$ cat src/rtl/core/tcw_pkg.sv
// ----------------------------------------------------------------------------
// tcw_pkg: shared types and constants for the text console writer
// Beat payload structs, command classes and character codes.
// ----------------------------------------------------------------------------
`default_nettype none

package tcw_pkg;

    localparam int COLUMNS_DEF = 80;
    localparam int ROWS_DEF    = 25;

    localparam logic [7:0] NEWLINE_CODE = 8'd10;
    localparam logic [7:0] SPACE_CODE   = 8'd32;
    localparam logic [7:0] RESET_COLOR  = 8'd2;

    // mode field codes
    typedef enum logic [1:0] {
        MODE_PUT   = 2'd0,
        MODE_READ  = 2'd1,
        MODE_CLEAR = 2'd2
    } t_mode;

    // command class handed from front to back
    typedef enum logic [2:0] {
        CMD_PUT,
        CMD_NEWLINE,
        CMD_READ,
        CMD_CLEAR,
        CMD_NOP
    } t_cmd_kind;

    typedef struct packed {
        logic [1:0]  mode;
        logic [7:0]  character;
        logic [10:0] cell_index;
    } t_in_beat;

    typedef struct packed {
        logic [15:0] read_entry;
        logic [4:0]  cursor_row;
        logic [6:0]  cursor_column;
        logic        scrolled;
    } t_out_beat;

    typedef struct packed {
        t_cmd_kind   kind;
        logic [7:0]  character;
        logic [10:0] cell_index;
        logic        in_range;
    } t_cmd;

endpackage

`default_nettype wire

$ cat src/rtl/core/tcw_front.sv
// ----------------------------------------------------------------------------
// tcw_front: input stage
// Takes input beats, classifies them into commands and registers them.
// ----------------------------------------------------------------------------
`default_nettype none

module tcw_front
    import tcw_pkg::*;
#(
    parameter int COLUMNS = COLUMNS_DEF,
    parameter int ROWS    = ROWS_DEF
) (
    input  wire logic     i_clk,
    input  wire logic     i_rst_n,
    input  wire logic     i_enable,
    input  wire logic     i_in_valid,
    output logic          o_in_ready,
    input  wire t_in_beat i_in_data,
    output logic          o_cmd_valid,
    input  wire logic     i_cmd_ready,
    output t_cmd          o_cmd
);

    localparam int CELLS = COLUMNS * ROWS;

    logic r_valid;
    t_cmd r_cmd;
    t_cmd n_cmd;

    always_comb begin
        n_cmd            = '0;
        n_cmd.character  = i_in_data.character;
        n_cmd.cell_index = i_in_data.cell_index;
        n_cmd.in_range   = (32'(i_in_data.cell_index) < 32'(CELLS));
        unique case (t_mode'(i_in_data.mode))
            MODE_PUT:   n_cmd.kind = (i_in_data.character == NEWLINE_CODE) ? CMD_NEWLINE
                                                                           : CMD_PUT;
            MODE_READ:  n_cmd.kind = CMD_READ;
            MODE_CLEAR: n_cmd.kind = CMD_CLEAR;
            default:    n_cmd.kind = CMD_NOP;
        endcase
    end

    assign o_in_ready  = (!r_valid || i_cmd_ready) && i_enable;
    assign o_cmd_valid = r_valid;
    assign o_cmd       = r_cmd;

    always_ff @(posedge i_clk) begin
        if (!i_rst_n) begin
            r_valid <= 1'b0;
        end else begin
            if (i_in_valid && o_in_ready) begin
                r_valid <= 1'b1;
                r_cmd   <= n_cmd;
            end else if (i_cmd_ready) begin
                r_valid <= 1'b0;
            end
        end
    end

endmodule

`default_nettype wire

$ cat config.mk
export PLATFORM = sky130hd
export DESIGN_NAME = tcw_front
export DESIGN_NICKNAME = d
export VERILOG_FILES = /design/src/rtl/core/tcw_pkg.sv /design/src/rtl/core/tcw_front.sv
export SDC_FILE = /design/constraint.sdc
export NUM_CORES = 1
export LEC_CHECK = 0
export BUFFER_PORTS_ARGS = -buffer_cell sky130_fd_sc_hd__clkbuf_2
export CORE_UTILIZATION = 41
export CTS_CLUSTER_DIAMETER = 50
export DETAILED_ROUTE_END_ITERATION = 8
export GPL_TIMING_DRIVEN = 0
export PLACE_DENSITY = 0.83
export SYNTH_ARGS = -nofsm -noshare
export SYNTH_HDL_FRONTEND = slang
export SYNTH_SLANG_ARGS = --single-unit
$ cat constraint.sdc
create_clock -name i_clk -period 1.99 [get_ports i_clk]
set_input_delay 0.199 -clock i_clk [delete_from_list [all_inputs] [get_ports i_clk]]
set_output_delay 0.199 -clock i_clk [all_outputs]
set_load 0.05 [all_outputs]
; ---- Word level (Yosys, flattened, before mapping)
; Cells that the tools add are included.
[word_totals]
regBits = 24
latch_bits = 0
ram_bits = 0
rom_bits = 0
input_bits = 26
out_inout_bits = 25
n_memories = 0
[op_classes]
add_sub_neg = 0
mul = 0
div = 0
n_lt_le_gt_ge = 1
eq_ne = 3
shifts = 0
n_mux = 4
bitwise_logic = 0
reduce_logical = 7
[ops]
columns = cell, count
row1 = $lt A11 B11 Y1 const B, 1
row2 = $pmux W3 S3, 1
row3 = $eq A8 B4 Y1 const B, 1
row4 = $mux W1, 3
row5 = $eq A2 B1 Y1 const B, 1
row6 = $eq A2 B2 Y1 const B, 1
row7 = $logic_and A1 B1 Y1, 2
row8 = $logic_not A2 Y1, 1
row9 = $reduce_and A2 Y1, 1
row10 = $reduce_bool A2 Y1, 1
row11 = $logic_not A1 Y1, 1
row12 = $logic_or A1 B1 Y1, 1

; ---- Depth between registers and ports, before layout
[logic_depth]
word_depth = 5
ltp_mapped = 4

; ---- Least setup slack after synthesis
; Ideal clock, no wire load.
[synth_path]
kind = register to register
start = register r_valid, in the netlist o_cmd_valid
end = register r_cmd, in the netlist o_cmd[0], enable pin
setup_time_ns = 0.381
t_arrival_ns = 1.306
t_required_ns = 1.609
slack_ns = 0.303
path_stages_with_launch = 3
cell_sequence = dfxtp_1 -> nand2b_1 -> and4_1
[synth_via]
elab_chain_cells = 5
[synth_lines]
columns = item, line
row1 = "start, declared", tcw_front.sv:26  ; logic r_valid;
row2 = "start signal, assigned", tcw_front.sv:50  ; r_valid <= 1'b0;
row3 = "start signal, assigned", tcw_front.sv:53  ; r_valid <= 1'b1;
row4 = "start signal, assigned", tcw_front.sv:56  ; r_valid <= 1'b0;
row5 = $logic_not A1 Y1, tcw_front.sv:44  ; assign o_in_ready = (!r_valid || i_cmd_ready) && i_enable;
row6 = $logic_or A1 B1 Y1, tcw_front.sv:44
row7 = $logic_and A1 B1 Y1, tcw_front.sv:44
row8 = $logic_and A1 B1 Y1, tcw_front.sv:52  ; if (i_in_valid && o_in_ready) begin
row9 = $reduce_and A2 Y1 (no line), -
row10 = "end signal, assigned", tcw_front.sv:54  ; r_cmd <= n_cmd;
row11 = "end, declared", tcw_front.sv:27  ; t_cmd r_cmd;
; Every way passes these cells.
; A chain may end at the register's enable or synchronous reset.

; ---- Worst setup path in the final report
[layout_path]
start = register r_valid, in the netlist o_cmd_valid
end = register r_cmd, in the netlist o_cmd[1], enable pin
; The elaborated chain is that of the path after synthesis.

==> impl_metrics.ini <==
[yosys]
seq_area_frac_synth_pct = 84.1
synth_fp_nets = 68
yosys.area_share.simple_pct = 9.04
yosys.area_share.xor_xnor_pct = 0
synth-compound-area-share_pct = 2.96
synth_top_family_by_area = simple AND/OR/NAND/NOR gates
synthDistinctLibCells = 15
ys.warnings.count = 0
ys_ff_latch = 24
synthMuxAreaShare_pct = 0
syn_area_um2 = 845
postSynthAreaPerCell_um2 = 21.1
synth_cells = 40
synth_fa_ha_area_share_pct = 2.96

[floorplan]
coreArea_um2 = 1940
die_y_um = 47.4
die_w_um = 47.4
die-area_um2 = 2250
io_pins = 51
start_util_pct = 43.5
std_cell_rows = 16

[global_route]
grt_pass1_vias = 456
grt_usage_pct = 11.3
grt_pass1_wl_um = 1700
grt_antenna_before_repair = 0
grt_max_degree = 24
grt.overflow.total = 0

[detailed_routing]
ant_nets = 0
via_count = 543
drtPass1Iterations = 4
drtIter0Drc = 7
drc = 0
routed_wl_um = 1200
routedWlPerCell_um = 9.89
viasPerCell = 4.49

[critical_path]
path_class = register to register
slowest_stage = and4_1
cp_cell_sequence = nand2b_1 > and4_1
slowest_delay_ps = 820
cp-startpoint = o_cmd_valid
reg2reg_to = o_cmd[1]
cp-start-kind = register
critPathCaptureType = register
r2r-start = o_cmd_valid
cp.arrival_ps = 1540
worst_ep_required_time_ps = 1920
critPathBufInv = 0
cp_top_family = simple AND/OR/NAND/NOR gates
path_max_fanout = 23
rr_worst_depth = 2
rrSetupSlack_ps = 390

[clock_tree]
cts.path.max_buffers = 2
cts_buffers = 3
tritoncts = built
cts-root-buf = clkbuf_4
cts-resized-gates = 0
holdBufCountCts = 0
clock_latency_ps = 300
h-tree-depth = 1
cts.sinks = 24
clk_pin_slew_ps = 110
post_cts_buffers = 0

[place]
gp_congestion = 0.649
portBuffers = 50
place_area_um2 = 1130
dp_hpwl_um = 989

[cells_and_area]
layout.nets = 123
drive_gt1_share_pct = 59.6
antenna_cells = 0
area_delta_synth_final_pct = 36.7
fill_cells = 182
fin_area_um2 = 1150

[timing]
worst_slew_pin_slew_ps = 913
slew_viol_final = 0
max_slew_margin_pct = 39.1
rsz0062_at_grt = no
hold_viol_final = 0
setup_tns_ps = 0
fin_crit_ps = 1600
fmax_mhz = 624
clock_skew_ps = 3.62
setup_violations = 0
fin_crit_sh_pct = 80.6

[power_and_ir_drop]
p_per_area_nw_per_um2 = 771
p_leak_nw = 0.499
vdd_ir_drop_max_v = 0.000479

[run_status]
status = finished clean

[run]
drv_cap = 0

[hold_path]
min_path_cells = 1
min_to = o_cmd[3]
worstHoldPathType = input pin to register
hp-start = i_in_data[2]
[final cells by class]
class | count | area, um^2 | area share, %
flip-flops and latches | 24 | 711 | 61.5
repair buffers | 50 | 250 | 21.7
clock buffers | 3 | 22.5 | 1.95
well taps | 27 | 33.8 | 2.93
clock inverters | 1 | 3.75 | 0.325
multi-input cells | 14 | 126 | 10.9
inverters | 2 | 7.51 | 0.650
[worst max-delay path by stage]
stage	slack, ps	depth (start not counted)	endpoint
floorplan	300	2	o_cmd[0]
global placement	400	3	o_cmd[5]
detailed placement	370	3	o_cmd[10]
CTS	350	2	o_cmd[8]
global route	240	2	o_cmd[7]
finish	390	2	o_cmd[1]
[cell families after synthesis]
group / after synthesis
flip-flops: 24
buffers and inverters: 2
AND/OR/NAND/NOR: 9
adder cells (fa/ha/maj): 2
AO/OA/AOI/OAI: 3
[metal layers]
layer	routed length [um]	vias to the layer above	global-route usage [%]	share of wire, %
li1	-	266	-	-
met1	456	243	10.8	38
met2	596	34	20.0	50
met3	144	0	5.77	12
met4	0	0	5.14	0
met5	0	-	0	0
[Yosys cell counts]
master     count  area share, %
and4_1         1            1.0
inv_1          2           0.89
nand2b_1       1           0.74
and3_1         1           0.74
nor2b_1        1           0.74
nand2_1        1           0.44
dfxtp_1        1            2.4
ha_1           2            3.0
a21boi_0       1           0.89
nor4b_2        2            3.6
nor2b_2        1            1.0
a31o_1         1            1.0
and2_1         1           0.74
edfxtp_1      23             82
o2111ai_1      1            1.0
[registers in the layout (all words and copies together) (netlist names)]
| name | cells |
|---|---|
| o_cmd | 23 |
| o_cmd_valid | 1 |
[cells in the final DEF, fill, tap and decap left out, types with 2 or more instances in the layout]
cell type and instances:
clkbuf_2 50, edfxtp_1 23, clkbuf_4 3, inv_1 2, nor4b_2 2, ha_1 2
[stage by stage]
stage | setup WS, ps | total power [mW] | utilization (%) | instances | hold WS, ps
4_1_cts | 354 | 0.899 | 59.5 | 121 | 64.5
3_3_place_gp | 398 | 0.701 | 58.1 | 117 | 376
5_1_grt | 240 | 0.925 | 59.5 | 121 | 50.8
6_report | 387 | 0.890 | 59.5 | 121 | 73.3
3_5_place_dp | 368 | 0.704 | 58.1 | 117 | 381
2_1_floorplan | 303 | 0.657 | - | 40 | 298
[worst reg2reg max path, cell delays in order (launching register included)]
cell	delay, ps
dfxtp_1	330
nand2b_1	90
and4_1	820
[power by group]
group / internal [mW] / switching [mW] / total (mW)
combinational: 0.0343 / 0.0816 / 0.116
clock: 0.0730 / 0.127 / 0.200
sequential: 0.571 / 0.00347 / 0.574
total: 0.678 / 0.212 / 0.890
(Power assumes the default switching activity.)
