==> config.mk <==
export PLATFORM = sky130hd
export DESIGN_NAME = tcw_fifo
export DESIGN_NICKNAME = d
export VERILOG_FILES = /design/src/rtl/core/tcw_pkg.sv /design/src/rtl/core/tcw_fifo.sv
export SDC_FILE = /design/constraint.sdc
export NUM_CORES = 1
export LEC_CHECK = 0
export ABC_CLOCK_PERIOD_IN_PS = 4560
export BUFFER_PORTS_ARGS = -buffer_cell sky130_fd_sc_hd__buf_2
export CAP_MARGIN = 20
export CORE_ASPECT_RATIO = 2
export CORE_UTILIZATION = 40
export DETAILED_ROUTE_END_ITERATION = 16
export PLACE_DENSITY_LB_ADDON = 0.3
export RECOVER_POWER = 100
export SYNTH_ARGS = -nofsm -noshare
export SYNTH_HDL_FRONTEND = slang
export SYNTH_SLANG_ARGS = --single-unit
==> constraint.sdc <==
create_clock -name i_clk -period 4.56 [get_ports i_clk]
set_input_delay 0.912 -clock i_clk [delete_from_list [all_inputs] [get_ports i_clk]]
set_output_delay 0.912 -clock i_clk [all_outputs]
set_load 0.05 [all_outputs]
==> src/rtl/core/tcw_pkg.sv <==
// ----------------------------------------------------------------------------
// tcw_pkg: shared types and constants for the text console writer
// Beat payload structs, command classes and character codes.
// ----------------------------------------------------------------------------
`default_nettype none

package tcw_pkg;

    localparam int COLUMNS_DEF = 80;
    localparam int ROWS_DEF    = 25;

    localparam logic [7:0] NEWLINE_CODE = 8'd10;
    localparam logic [7:0] SPACE_CODE   = 8'd32;
    localparam logic [7:0] RESET_COLOR  = 8'd2;

    // mode field codes
    typedef enum logic [1:0] {
        MODE_PUT   = 2'd0,
        MODE_READ  = 2'd1,
        MODE_CLEAR = 2'd2
    } t_mode;

    // command class handed from front to back
    typedef enum logic [2:0] {
        CMD_PUT,
        CMD_NEWLINE,
        CMD_READ,
        CMD_CLEAR,
        CMD_NOP
    } t_cmd_kind;

    typedef struct packed {
        logic [1:0]  mode;
        logic [7:0]  character;
        logic [10:0] cell_index;
    } t_in_beat;

    typedef struct packed {
        logic [15:0] read_entry;
        logic [4:0]  cursor_row;
        logic [6:0]  cursor_column;
        logic        scrolled;
    } t_out_beat;

    typedef struct packed {
        t_cmd_kind   kind;
        logic [7:0]  character;
        logic [10:0] cell_index;
        logic        in_range;
    } t_cmd;

endpackage

`default_nettype wire

==> src/rtl/core/tcw_fifo.sv <==
// ----------------------------------------------------------------------------
// tcw_fifo: two-entry command queue
// Decouples the classifying front from the executing back.
// ----------------------------------------------------------------------------
`default_nettype none

module tcw_fifo
    import tcw_pkg::*;
(
    input  wire logic i_clk,
    input  wire logic i_rst_n,
    input  wire logic i_push_valid,
    output logic      o_push_ready,
    input  wire t_cmd i_push_data,
    output logic      o_pop_valid,
    input  wire logic i_pop,
    output t_cmd      o_pop_data
);

    t_cmd       r_mem [2];
    logic       r_wptr;
    logic       r_rptr;
    logic [1:0] r_count;
    logic       push;
    logic       pop;

    assign o_push_ready = (r_count != 2'd2);
    assign o_pop_valid  = (r_count != 2'd0);
    assign o_pop_data   = r_mem[r_rptr];
    assign push         = i_push_valid && o_push_ready;
    assign pop          = i_pop && o_pop_valid;

    always_ff @(posedge i_clk) begin
        if (push) begin
            r_mem[r_wptr] <= i_push_data;
        end
        if (!i_rst_n) begin
            r_wptr  <= 1'b0;
            r_rptr  <= 1'b0;
            r_count <= 2'd0;
        end else begin
            if (push) begin
                r_wptr <= !r_wptr;
            end
            if (pop) begin
                r_rptr <= !r_rptr;
            end
            case ({push, pop})
                2'b10:   r_count <= r_count + 2'd1;
                2'b01:   r_count <= r_count - 2'd1;
                default: r_count <= r_count;
            endcase
        end
    end

endmodule

`default_nettype wire

After elaboration in Yosys (flattened, before gate mapping). Memory sizes are Yosys's and may differ from the RTL's. A register that Yosys moved wholly into a read port is not among the register bits. Cells that the tools add are included.

Add/subtract/negate cells: 2. $mul: 0. Divide/modulo/power cells: 0. Order comparisons: 0. Equality and inequality tests: 3. Shift-type cells: 0. Muxes and demuxes: 5. Bitwise logic cells: 0. Reductions and logical operators: 6.

Operators by type and width (number): $mux 1 (4); $pmux 2 s2 (1); $reduce_bool 2->1 (2); $add 2x1->2 const B (1); $eq 2x1->1 const B (1); $eq 2x2->1 const B (1); $logic_and 1x1->1 (2); $logic_not 1->1 (2); $ne 2x2->1 const B (1); $sub 2x1->2 const B (1).

Bits in registers: 4. Bits in latches: 0. Memory bits (writable): 46. Memory bits (read-only): 0. Input bits: 27. Output and inout bits: 25. Word-level logic and storage cells: 20. Memories: 1.

Memory list: r_mem (words 2, bits a word 23, rd ports 1, clocked after memory_dff 1, write ports 1, line tcw_fifo.sv:20) `t_cmd r_mem [2];`.

Depth between registers and ports, before layout. Gate-level depths: netlist of run 1.

Word-level depth: 4. Mapped depth: 6. Gate-level depth less buffers: 6.

Worst setup path before layout of run 1. No wires, ideal clock.

Path type: reg-to-reg. Start: reg r_count[0]. End: mem r_mem[1][0] (netlist name) (enable). Arrival time: 1.624 ns. Required time: 4.178 ns. Path slack: 2.554 ns. Stages on the path, launching flop included: 3. Path buffers: 0. Period minus slack after synthesis: 2.006 ns. Path through: dfxtp_1 -> nand2b_1 -> and3_1.

Cells in the longest elaborated chain, start to end: 4.

Ends and longest elaborated chain: start, declared (line tcw_fifo.sv:23) `logic [1:0] r_count;`; start signal, assigned (line tcw_fifo.sv:49) `2'b10: r_count <= r_count + 2'd1;`; start signal, assigned (line tcw_fifo.sv:50) `2'b01: r_count <= r_count - 2'd1;`; start signal, assigned (line tcw_fifo.sv:51) `default: r_count <= r_count;`; $ne 2x2->1 (line tcw_fifo.sv:27) `assign o_push_ready = (r_count != 2'd2);`; named net o_push_ready (line tcw_fifo.sv:13) `output logic o_push_ready,`; $logic_and 1x1->1 (line tcw_fifo.sv:30) `assign push = i_push_valid && o_push_ready;`; $mux 1 (line tcw_fifo.sv:34) `if (push) begin`; $mux 1 (implied by the code) (line tcw_fifo.sv:35) `r_mem[r_wptr] <= i_push_data;`; end, declared (line tcw_fifo.sv:20).

The timed path passes the listed nets, and every way through them passes these cells.

==> impl_metrics.py, run 1 <==
metrics = {
    "outcome": {
        "status": "finished clean",
    },
    "job": {
        "maxCapViolCount": 0,
    },
    "clock_tree": {
        "cts_tree": "built",
        "holdBufCountCts": 0,
        "clock_latency_ns": 0.29,
        "cts_buffers": 5,
        "clk_pin_slew_ns": 0.08,
        "cts_setup_buffers": 0,
        "htreeDepth": 2,
        "cts_resized": 0,
        "cts_root_buf": "clkbuf_8",
        "clockBufferDepth": 2,
        "cts_num_sinks": 51,
    },
    "placement": {
        "dp_hpwl_um": 2110,
        "io_buffers": 51,
        "gp_congestion": 0.618,
    },
    "sta": {
        "relSlewSlack": 0.289,
        "fin_tns_setup_ns": 0,
        "slew_viol_final": 0,
        "rsz0062_at_grt": "no",
        "max_freq_ghz": 0.337,
        "finalCriticalPeriod_ns": 2.97,
        "fin_crit_sh": 0.651,
        "max_slew.worst_pin.slew_ns": 1.07,
        "finalHoldViolations": 0,
        "setup_viol": 0,
        "skew_ns": 0.00371,
        "hold_slack_ns": 0.544,
    },
    "finish": {
        "syn_to_final_growth_pct": 18.9,
        "nets": 179,
        "drive_gt1_frac": 0.316,
        "antenna_cells": 0,
    },
    "grt": {
        "grt_pass1_vias": 1091,
        "grt_usage": 0.139,
        "grt_max_degree": 24,
        "antenna_found_initial": 0,
        "grt_pass1_wl_um": 5010,
        "grt-ovfl-total": 0,
    },
    "drt": {
        "avgViaCountPerCell": 4.84,
        "detail_route.iter0.violations": 9,
        "via_count": 1002,
        "wl_per_cell_um": 14.5,
        "antenna_left": 0,
        "finalWirelength_um": 3000,
        "drt_first_pass_iters": 4,
        "drc": 0,
    },
    "setup_path": {
        "cp-end-kind": "primary output",
        "critPathRequiredTime_ns": 3.65,
        "path_class": "flip-flop to primary output",
        "cp_max_fo": 23,
        "critical_path_arrival_ns": 2.06,
        "cp-start-kind": "flip-flop",
    },
    "synthesis": {
        "ys_seq_elements": 51,
        "synth.distinct_cells": 20,
        "synthesis.area_um2": 1890,
        "synth_edf_count": 46,
        "yosysSeqAreaShare": 0.786,
        "mappedNetlistNets": 123,
        "synth.most_common_cell": "edfxtp_1",
        "async_flop_share": 0,
        "netlist.area_leader.share": 0.733,
        "synth_top_cells_by_area": "edfxtp_1 (73%), mux2_2 (14%), dfxtp_1 (5.3%)",
        "yosys_warnings": 0,
        "synth_top_cell_by_area": "edfxtp_1",
        "synthFlopType": "edfxtp_1",
        "synth_common_cells": "edfxtp_1 (46), mux2_2 (23), dfxtp_1 (5), xnor2_1 (3)",
        "syn_inst": 95,
        "avgSynthCellArea_um2": 19.8,
    },
    "power_and_ir_drop": {
        "p_leak_uw": 0.000759,
        "power_density_nw_per_um2": 640,
        "ir_drop_mv": 0.442,
    },
    "floorplanning": {
        "core_um2": 4550,
        "die_width_um": 50.6,
        "num_io_pins": 52,
        "fp-row-count": 35,
        "die_y_um": 99.1,
        "die_area_um2": 5010,
        "start_util": 0.414,
    },
    "hold_path": {
        "min_path_type": "flip-flop to flip-flop",
    },
}
[per-layer routing]
layer / vias to the layer above / global-route usage / share of wire
li1: 482 / - / -
met1: 482 / 0.137 / 0.36
met2: 30 / 0.257 / 0.57
met3: 8 / 0.0306 / 0.048
met4: 0 / 0.0769 / 0.024
met5: - / 0 / 0
[worst max-delay path, cell delays in order (launching register included)]
cell      delay, ns
dfxtp_1        0.97
mux2_2         0.31
clkbuf_1       0.48
[kinds of logic (layout without fill, tap and decap cells)]
kind of cell / count (synthesis) / in the layout / share of synthesized area
adder cells (fa/ha/maj): 1 / 1 / 0.00663
flip-flops: 51 / 51 / 0.786
buffers and inverters: 3 / 60 / 0.00730
AO/OA/AOI/OAI: 5 / 5 / 0.0199
XOR/XNOR: 3 / 3 / 0.0139
AND/OR/NAND/NOR: 9 / 9 / 0.0292
multiplexers: 23 / 23 / 0.137
[state kept, by name, indices dropped and copies added, names as in the netlist, named ones only]
register and count:
r_wptr 1, r_count 2, r_mem 46, r_rptr 1
[cells in the final DEF, fill, tap and decap left out, types with 2 or more instances in the layout]
cell and count:
clkbuf_1 33, xnor2_1 3, nor2b_1 2, a21boi_0 2, edfxtp_1 46, dfxtp_1 5
clkinv_1 2, clkbuf_8 5, buf_2 18, mux2_2 22
[cell type report]
class                      count  area [um^2]
fill                         441         2310
timing repair buffer          51          214
tap                           55         68.8
inverter                       1         3.75
clock buffer                   5         68.8
multi-input combinational     41          390
sequential                    51         1480
clock inverter                 3         15.0
[path summary, 6_finish.rpt]
check	from	endpoint	slack, ns	depth (start not counted)
setup / recovery	flip-flop	o_pop_data[15]	1.59	2
hold / removal	r_count[1]	r_count[1]	0.54	2
setup reg to reg	r_count[0]	r_mem[1][0]	2.62	2
hold reg to reg	r_count[1]	r_count[1]	0.54	2
[report_power, final]
group | internal (uW) | switching (uW) | total, uW
clock network | 104 | 133 | 238
logic | 150 | 400 | 550
registers | 594 | 52.9 | 647
[per-stage QoR]
step / area [um^2] / power [uW] / utilization / setup WS, ns / cells
finish: 2240 / 1430 / 0.492 / 1.59 / 207
global route: 2240 / 1510 / 0.492 / 1.38 / 207
CTS: 2280 / 1480 / 0.501 / 1.68 / 207
detailed placement: 2200 / 1240 / 0.483 / 2.02 / 199
global placement: 2200 / 1230 / 0.483 / 2.02 / 199
floorplan: 1890 / 1120 / - / 2.55 / 95
No activity file was read; power rests on OpenSTA's default activity.
==> run 2: changes to the inputs <==
- ABC_CLOCK_PERIOD_IN_PS: 4560 -> 2930
- clock period: 4.56 -> 2.93 ns (I/O delays scaled with it)
==> run 2 against run 1 <==
- utilization up 0.27 points
- clock skew up 0.00070 ns
- combinational power is 65% higher
- cell area up 0.56%
- sequential power grew 49%
- highest routed layer unchanged
- worst hold slack worse by 0.068 ns
- first-iteration DRC count decreased by 33%
- sequential share of layout area decreased by 0.37 points
- global-route usage shrank 0.34 points
- via count decreased by 2.7%
- worst setup slack worse by 1.1 ns
- largest power group unchanged
- register-to-register slack worse by 1.8 ns
==> impl_metrics.py, run 2 (synthesis gave the netlist of run 1 again) <==
metrics = {
    "outcome": {
        "status": "finished clean",
    },
    "finish": {
        "mostFrequentLayoutCells": "edfxtp_1 (46), clkbuf_1 (38), mux2_2 (23)",
        "top_regs": "r_mem: 46 flops, r_count: 2 flops",
        "syn_to_final_growth_pct": 19.6,
        "fillers": 443,
        "largest_register_ffs": 46,
        "regMostFlops": "r_mem",
        "nets": 181,
        "postLayoutCellArea_um2": 2250,
        "layout_commonest_cell": "edfxtp_1",
        "drive_gt1_frac": 0.312,
        "antenna_cells": 0,
    },
    "floorplanning": {
        "fp-row-count": 35,
        "start_util": 0.414,
        "num_io_pins": 52,
        "die_area_um2": 5010,
        "core_um2": 4550,
        "die_width_um": 50.6,
        "die_y_um": 99.1,
    },
    "drt": {
        "detail_route.iter0.violations": 6,
        "antenna_left": 0,
        "finalWirelength_um": 3020,
        "drt_first_pass_iters": 4,
        "avgViaCountPerCell": 4.67,
        "via_count": 975,
        "wl_per_cell_um": 14.4,
        "drc": 0,
    },
    "sta": {
        "slew_viol_final": 0,
        "relSlewSlack": 0.395,
        "max_slew.worst_pin.slew_ns": 0.907,
        "fin_tns_setup_ns": 0,
        "skew_ns": 0.00441,
        "max_freq_ghz": 0.412,
        "fin_crit_sh": 0.828,
        "finalHoldViolations": 0,
        "setup_viol": 0,
        "rsz0062_at_grt": "no",
        "finalCriticalPeriod_ns": 2.43,
    },
    "setup_path": {
        "r2r_cells": 3,
        "critical_path_arrival_ns": 1.84,
        "cp-start-kind": "flip-flop",
        "reg2reg_from": "r_count[0]",
        "cp-end-kind": "primary output",
        "cp_max_fo": 23,
        "reg2reg_slack_ns": 0.82,
        "critPathRequiredTime_ns": 2.34,
        "reg2reg_to": "r_mem[1][11]",
        "path_class": "flip-flop to primary output",
    },
    "hold_path": {
        "min_to": "r_mem[0][3]",
        "min_path_type": "input pin to flip-flop",
        "hold_path_depth": 1,
        "hp-start": "i_push_data[3]",
    },
    "grt": {
        "grt_pass1_wl_um": 4860,
        "grt-ovfl-total": 0,
        "grt_max_degree": 24,
        "grt_pass1_vias": 1040,
        "grt_usage": 0.136,
        "antenna_found_initial": 0,
    },
    "placement": {
        "gp_congestion": 0.699,
        "io_buffers": 51,
        "placed_cell_area_um2": 2210,
        "dp_hpwl_um": 2180,
    },
    "power_and_ir_drop": {
        "ir_drop_mv": 0.554,
        "finalPower_uw": 2260,
        "power_density_nw_per_um2": 1000,
        "p_leak_uw": 0.000766,
    },
    "clock_tree": {
        "clk_pin_slew_ns": 0.08,
        "clockBufferDepth": 2,
        "cts_tree": "built",
        "holdBufCountCts": 0,
        "htreeDepth": 2,
        "clock_latency_ns": 0.29,
        "cts_buffers": 5,
        "cts_root_buf": "clkbuf_8",
        "cts_resized": 0,
        "cts_num_sinks": 51,
        "cts_setup_buffers": 0,
    },
    "job": {
        "maxCapViolCount": 0,
    },
}
## run 2: report_power, final
group / total [uW] / switching [uW] / internal [uW]
logic: 908 / 669 / 238
clock network: 392 / 202 / 190
registers: 963 / 39.0 / 924
total: 2260 / 910 / 1350
## run 2: worst max-delay path by stage
stage,startpoint,end,cells past startpoint
floorplan,r_count[0],r_mem[1][0],2
global placement,i_push_valid,r_mem[1][1],3
detailed placement,i_push_valid,r_mem[0][7],3
CTS,flip-flop,o_pop_data[15],3
global route,flip-flop,o_pop_data[0],3
finish,flip-flop,o_pop_data[12],3
## run 2: area by class of cell
class | instances | area, um^2 | share of cell area
Sequential cell | 51 | 1480 | 0.657
Multi-Input combinational cell | 41 | 390 | 0.173
Timing Repair Buffer | 53 | 219 | 0.0971
Clock buffer | 7 | 86.3 | 0.0383
Tap cell | 55 | 68.8 | 0.0305
Clock inverter | 1 | 5.00 | 0.00222
Inverter | 1 | 3.75 | 0.00166
## run 2: critical path: stages, from the launching register on
cell	delay (ns)
dfxtp_1	0.31
clkbuf_2	0.48
mux2_2	0.28
clkbuf_1	0.47
## run 2: layer usage
metal	wire (um)	vias to the layer above	GRT usage
met3	181	5	0.0443
met5	0	-	0
met2	1730	30	0.241
met4	63	0	0.0641
li1	-	479	-
met1	1040	461	0.139
## run 2: per-stage QoR
stage | hold WS, ns | instances | util | setup WS (ns)
floorplan | 0.479 | 95 | - | 0.924
global placement | 0.502 | 201 | 0.486 | 1.13
detailed placement | 0.528 | 201 | 0.486 | 1.06
CTS | 0.469 | 209 | 0.506 | 0.816
global route | 0.459 | 209 | 0.495 | 0.392
finish | 0.477 | 209 | 0.495 | 0.503
==> run 3: changes to the inputs <==
- ABC_AREA: not set -> 1
- ABC_CLOCK_PERIOD_IN_PS: 2930 -> 2400
- clock period: 2.93 -> 2.4 ns (I/O delays scaled with it)
==> run 3 against run 2 <==
- critical path depth did not move
- register-to-register slack got worse by 0.31 ns
- highest routed layer unchanged
- largest cell class unchanged
- sequential share of layout area fell by 1.6 points
==> impl_metrics.py, run 3 <==
metrics = {
    "outcome": {
        "status": "finished clean",
    },
    "drt": {
        "wl_per_cell_um": 14.2,
        "avgViaCountPerCell": 4.83,
        "drc": 0,
        "finalWirelength_um": 3190,
        "antenna_left": 0,
        "drt_first_pass_iters": 4,
        "via_count": 1082,
        "detail_route.iter0.violations": 12,
    },
    "sta": {
        "finalHoldViolations": 0,
        "fin_crit_sh": 0.883,
        "finalCriticalPeriod_ns": 2.12,
        "rsz0062_at_grt": "no",
        "max_freq_ghz": 0.472,
        "relSlewSlack": 0.440,
        "fin_tns_setup_ns": 0,
        "max_slew.worst_pin.slew_ns": 0.839,
        "slew_viol_final": 0,
        "skew_ns": 0.00697,
        "setup_viol": 0,
    },
    "grt": {
        "grt_max_degree": 25,
        "grt_pass1_vias": 1149,
        "antenna_found_initial": 0,
        "grt_usage": 0.140,
        "grt-ovfl-total": 0,
        "grt_pass1_wl_um": 5110,
    },
    "floorplanning": {
        "die_width_um": 50.8,
        "start_util": 0.414,
        "core_um2": 4600,
        "num_io_pins": 52,
        "die_area_um2": 5050,
        "die_y_um": 99.5,
        "fp-row-count": 35,
    },
    "setup_path": {
        "reg2reg_from": "r_count[0]",
        "cp_cell_sequence": "clkbuf_2 -> mux2_2 -> clkbuf_2",
        "cp_max_fo": 10,
        "r2r_cells": 5,
        "critical_path_arrival_ns": 1.64,
        "critPathRequiredTime_ns": 1.92,
        "reg2reg_slack_ns": 0.51,
        "cp_common_cell": "clkbuf_2",
        "cp-end-kind": "primary output",
        "cpMaxStageDelayCell": "dfxtp_1",
        "reg2reg_to": "r_mem[0][10]",
        "cp-start-kind": "flip-flop",
        "cp_slowest_stage_delay_ns": 0.44,
        "path_class": "flip-flop to primary output",
    },
    "clock_tree": {
        "clockBufferDepth": 2,
        "htreeDepth": 2,
        "holdBufCountCts": 0,
        "clk_pin_slew_ns": 0.08,
        "cts_setup_buffers": 0,
        "cts_tree": "built",
        "cts_root_buf": "clkbuf_8",
        "cts_buffers": 5,
        "cts_resized": 0,
        "cts_num_sinks": 51,
        "clock_latency_ns": 0.29,
    },
    "placement": {
        "gp_congestion": 0.629,
        "dp_hpwl_um": 2390,
        "io_buffers": 51,
    },
    "finish": {
        "regMostFlops": "r_mem",
        "drive_gt1_frac": 0.396,
        "nets": 196,
        "layout_commonest_cell": "edfxtp_1",
        "post-route-util": 0.502,
        "syn_to_final_growth_pct": 21.4,
        "antenna_cells": 0,
        "largest_register_ffs": 46,
        "top_regs": "r_mem: 46 flops, r_count: 2 flops",
        "mostFrequentLayoutCells": "edfxtp_1 (46), mux2_2 (23), clkbuf_1 (21)",
    },
    "power_and_ir_drop": {
        "power_density_nw_per_um2": 1050,
        "p_leak_uw": 0.000861,
        "ir_drop_mv": 0.869,
        "finalPower_uw": 2440,
    },
    "synthesis": {
        "async_flop_share": 0,
        "synth.most_common_cell": "edfxtp_1",
        "synth_edf_count": 46,
        "synth_top_cell_by_area": "edfxtp_1",
        "synth_top_cells_by_area": "edfxtp_1 (73%), mux2_2 (14%), dfxtp_1 (5.3%)",
        "netlist.area_leader.share": 0.726,
        "ys_seq_elements": 51,
        "yosys_warnings": 0,
        "yosysSeqAreaShare": 0.778,
        "synthesis.area_um2": 1900,
        "avgSynthCellArea_um2": 17.8,
        "mappedNetlistNets": 135,
        "syn_inst": 107,
        "synth.distinct_cells": 15,
        "synthFlopType": "edfxtp_1",
        "synth_common_cells": "edfxtp_1 (46), mux2_2 (23), nor2_1 (10), nand2_1 (8), dfxtp_1 (5)",
    },
    "hold_path": {
        "min_to": "r_mem[0][3]",
        "hp-start": "i_push_data[3]",
        "min_path_type": "input pin to flip-flop",
        "hold_path_depth": 1,
    },
    "job": {
        "maxCapViolCount": 0,
    },
}
==> run 3: cell type report <==
class | instances | area [um^2]
Timing Repair Buffer | 56 | 256
Clock buffer | 7 | 76.3
Multi-Input combinational cell | 49 | 378
Tap cell | 55 | 68.8
Sequential cell | 51 | 1480
Fill cell | 439 | 2290
Inverter | 5 | 18.8
Clock inverter | 1 | 30.0
==> run 3: metal layers <==
layer | GRT usage | up-vias | wire length, um
li1 | - | 515 | -
met1 | 0.129 | 533 | 1100
met2 | 0.269 | 29 | 1890
met3 | 0.0367 | 5 | 144
met4 | 0.0641 | 0 | 60
met5 | 0 | - | 0
==> run 3: where the power goes <==
part | total, uW | switching (uW) | leakage (uW) | internal [uW]
clock | 561 | 249 | 0.0000524 | 312
combinational | 748 | 553 | 0.000337 | 195
sequential | 1130 | 38.4 | 0.000471 | 1090
total | 2440 | 840 | 0.000861 | 1590
==> run 3: through the flow <==
step           hold slack [ns]  instance area (um^2)  cells  worst slack [ns]
2_1_floorplan            0.451                  1900    107             0.197
3_3_place_gp             0.477                  2250    216             0.706
3_5_place_dp             0.495                  2250    216             0.694
4_1_cts                  0.362                  2350    224             0.367
5_1_grt                  0.356                  2310    224             0.197
6_report                 0.371                  2310    224             0.281
==> run 3: worst max-delay path by stage <==
stage                     startpoint        endpoint  slack [ns]
after floorplan           r_count[0]     r_mem[1][0]        0.20
after global placement     flip-flop   o_pop_data[2]        0.71
after detailed placement   flip-flop  o_pop_data[21]        0.69
after CTS                  flip-flop   o_pop_data[0]        0.37
after global routing       flip-flop   o_pop_data[0]        0.20
final                      flip-flop   o_pop_data[0]        0.28
==> run 3: critical path: cells and delay by family (launching register included) <==
kind	cells	cell delay [ns]
buffers and inverters	2	0.54
DFF	1	0.44
muxes	1	0.37
==> run 3: cells by family (layout without fill, tap and decap cells) <==
logic type | after synthesis | after routing | share of synthesized area
adder cells (fa/ha/maj) | 1 | 1 | 0.00657
AO/OA/AOI/OAI | 3 | 3 | 0.00920
multiplexers | 23 | 23 | 0.136
flip-flops | 51 | 51 | 0.778
buffers and inverters | 7 | 69 | 0.0217
AND/OR/NAND/NOR | 22 | 22 | 0.0480
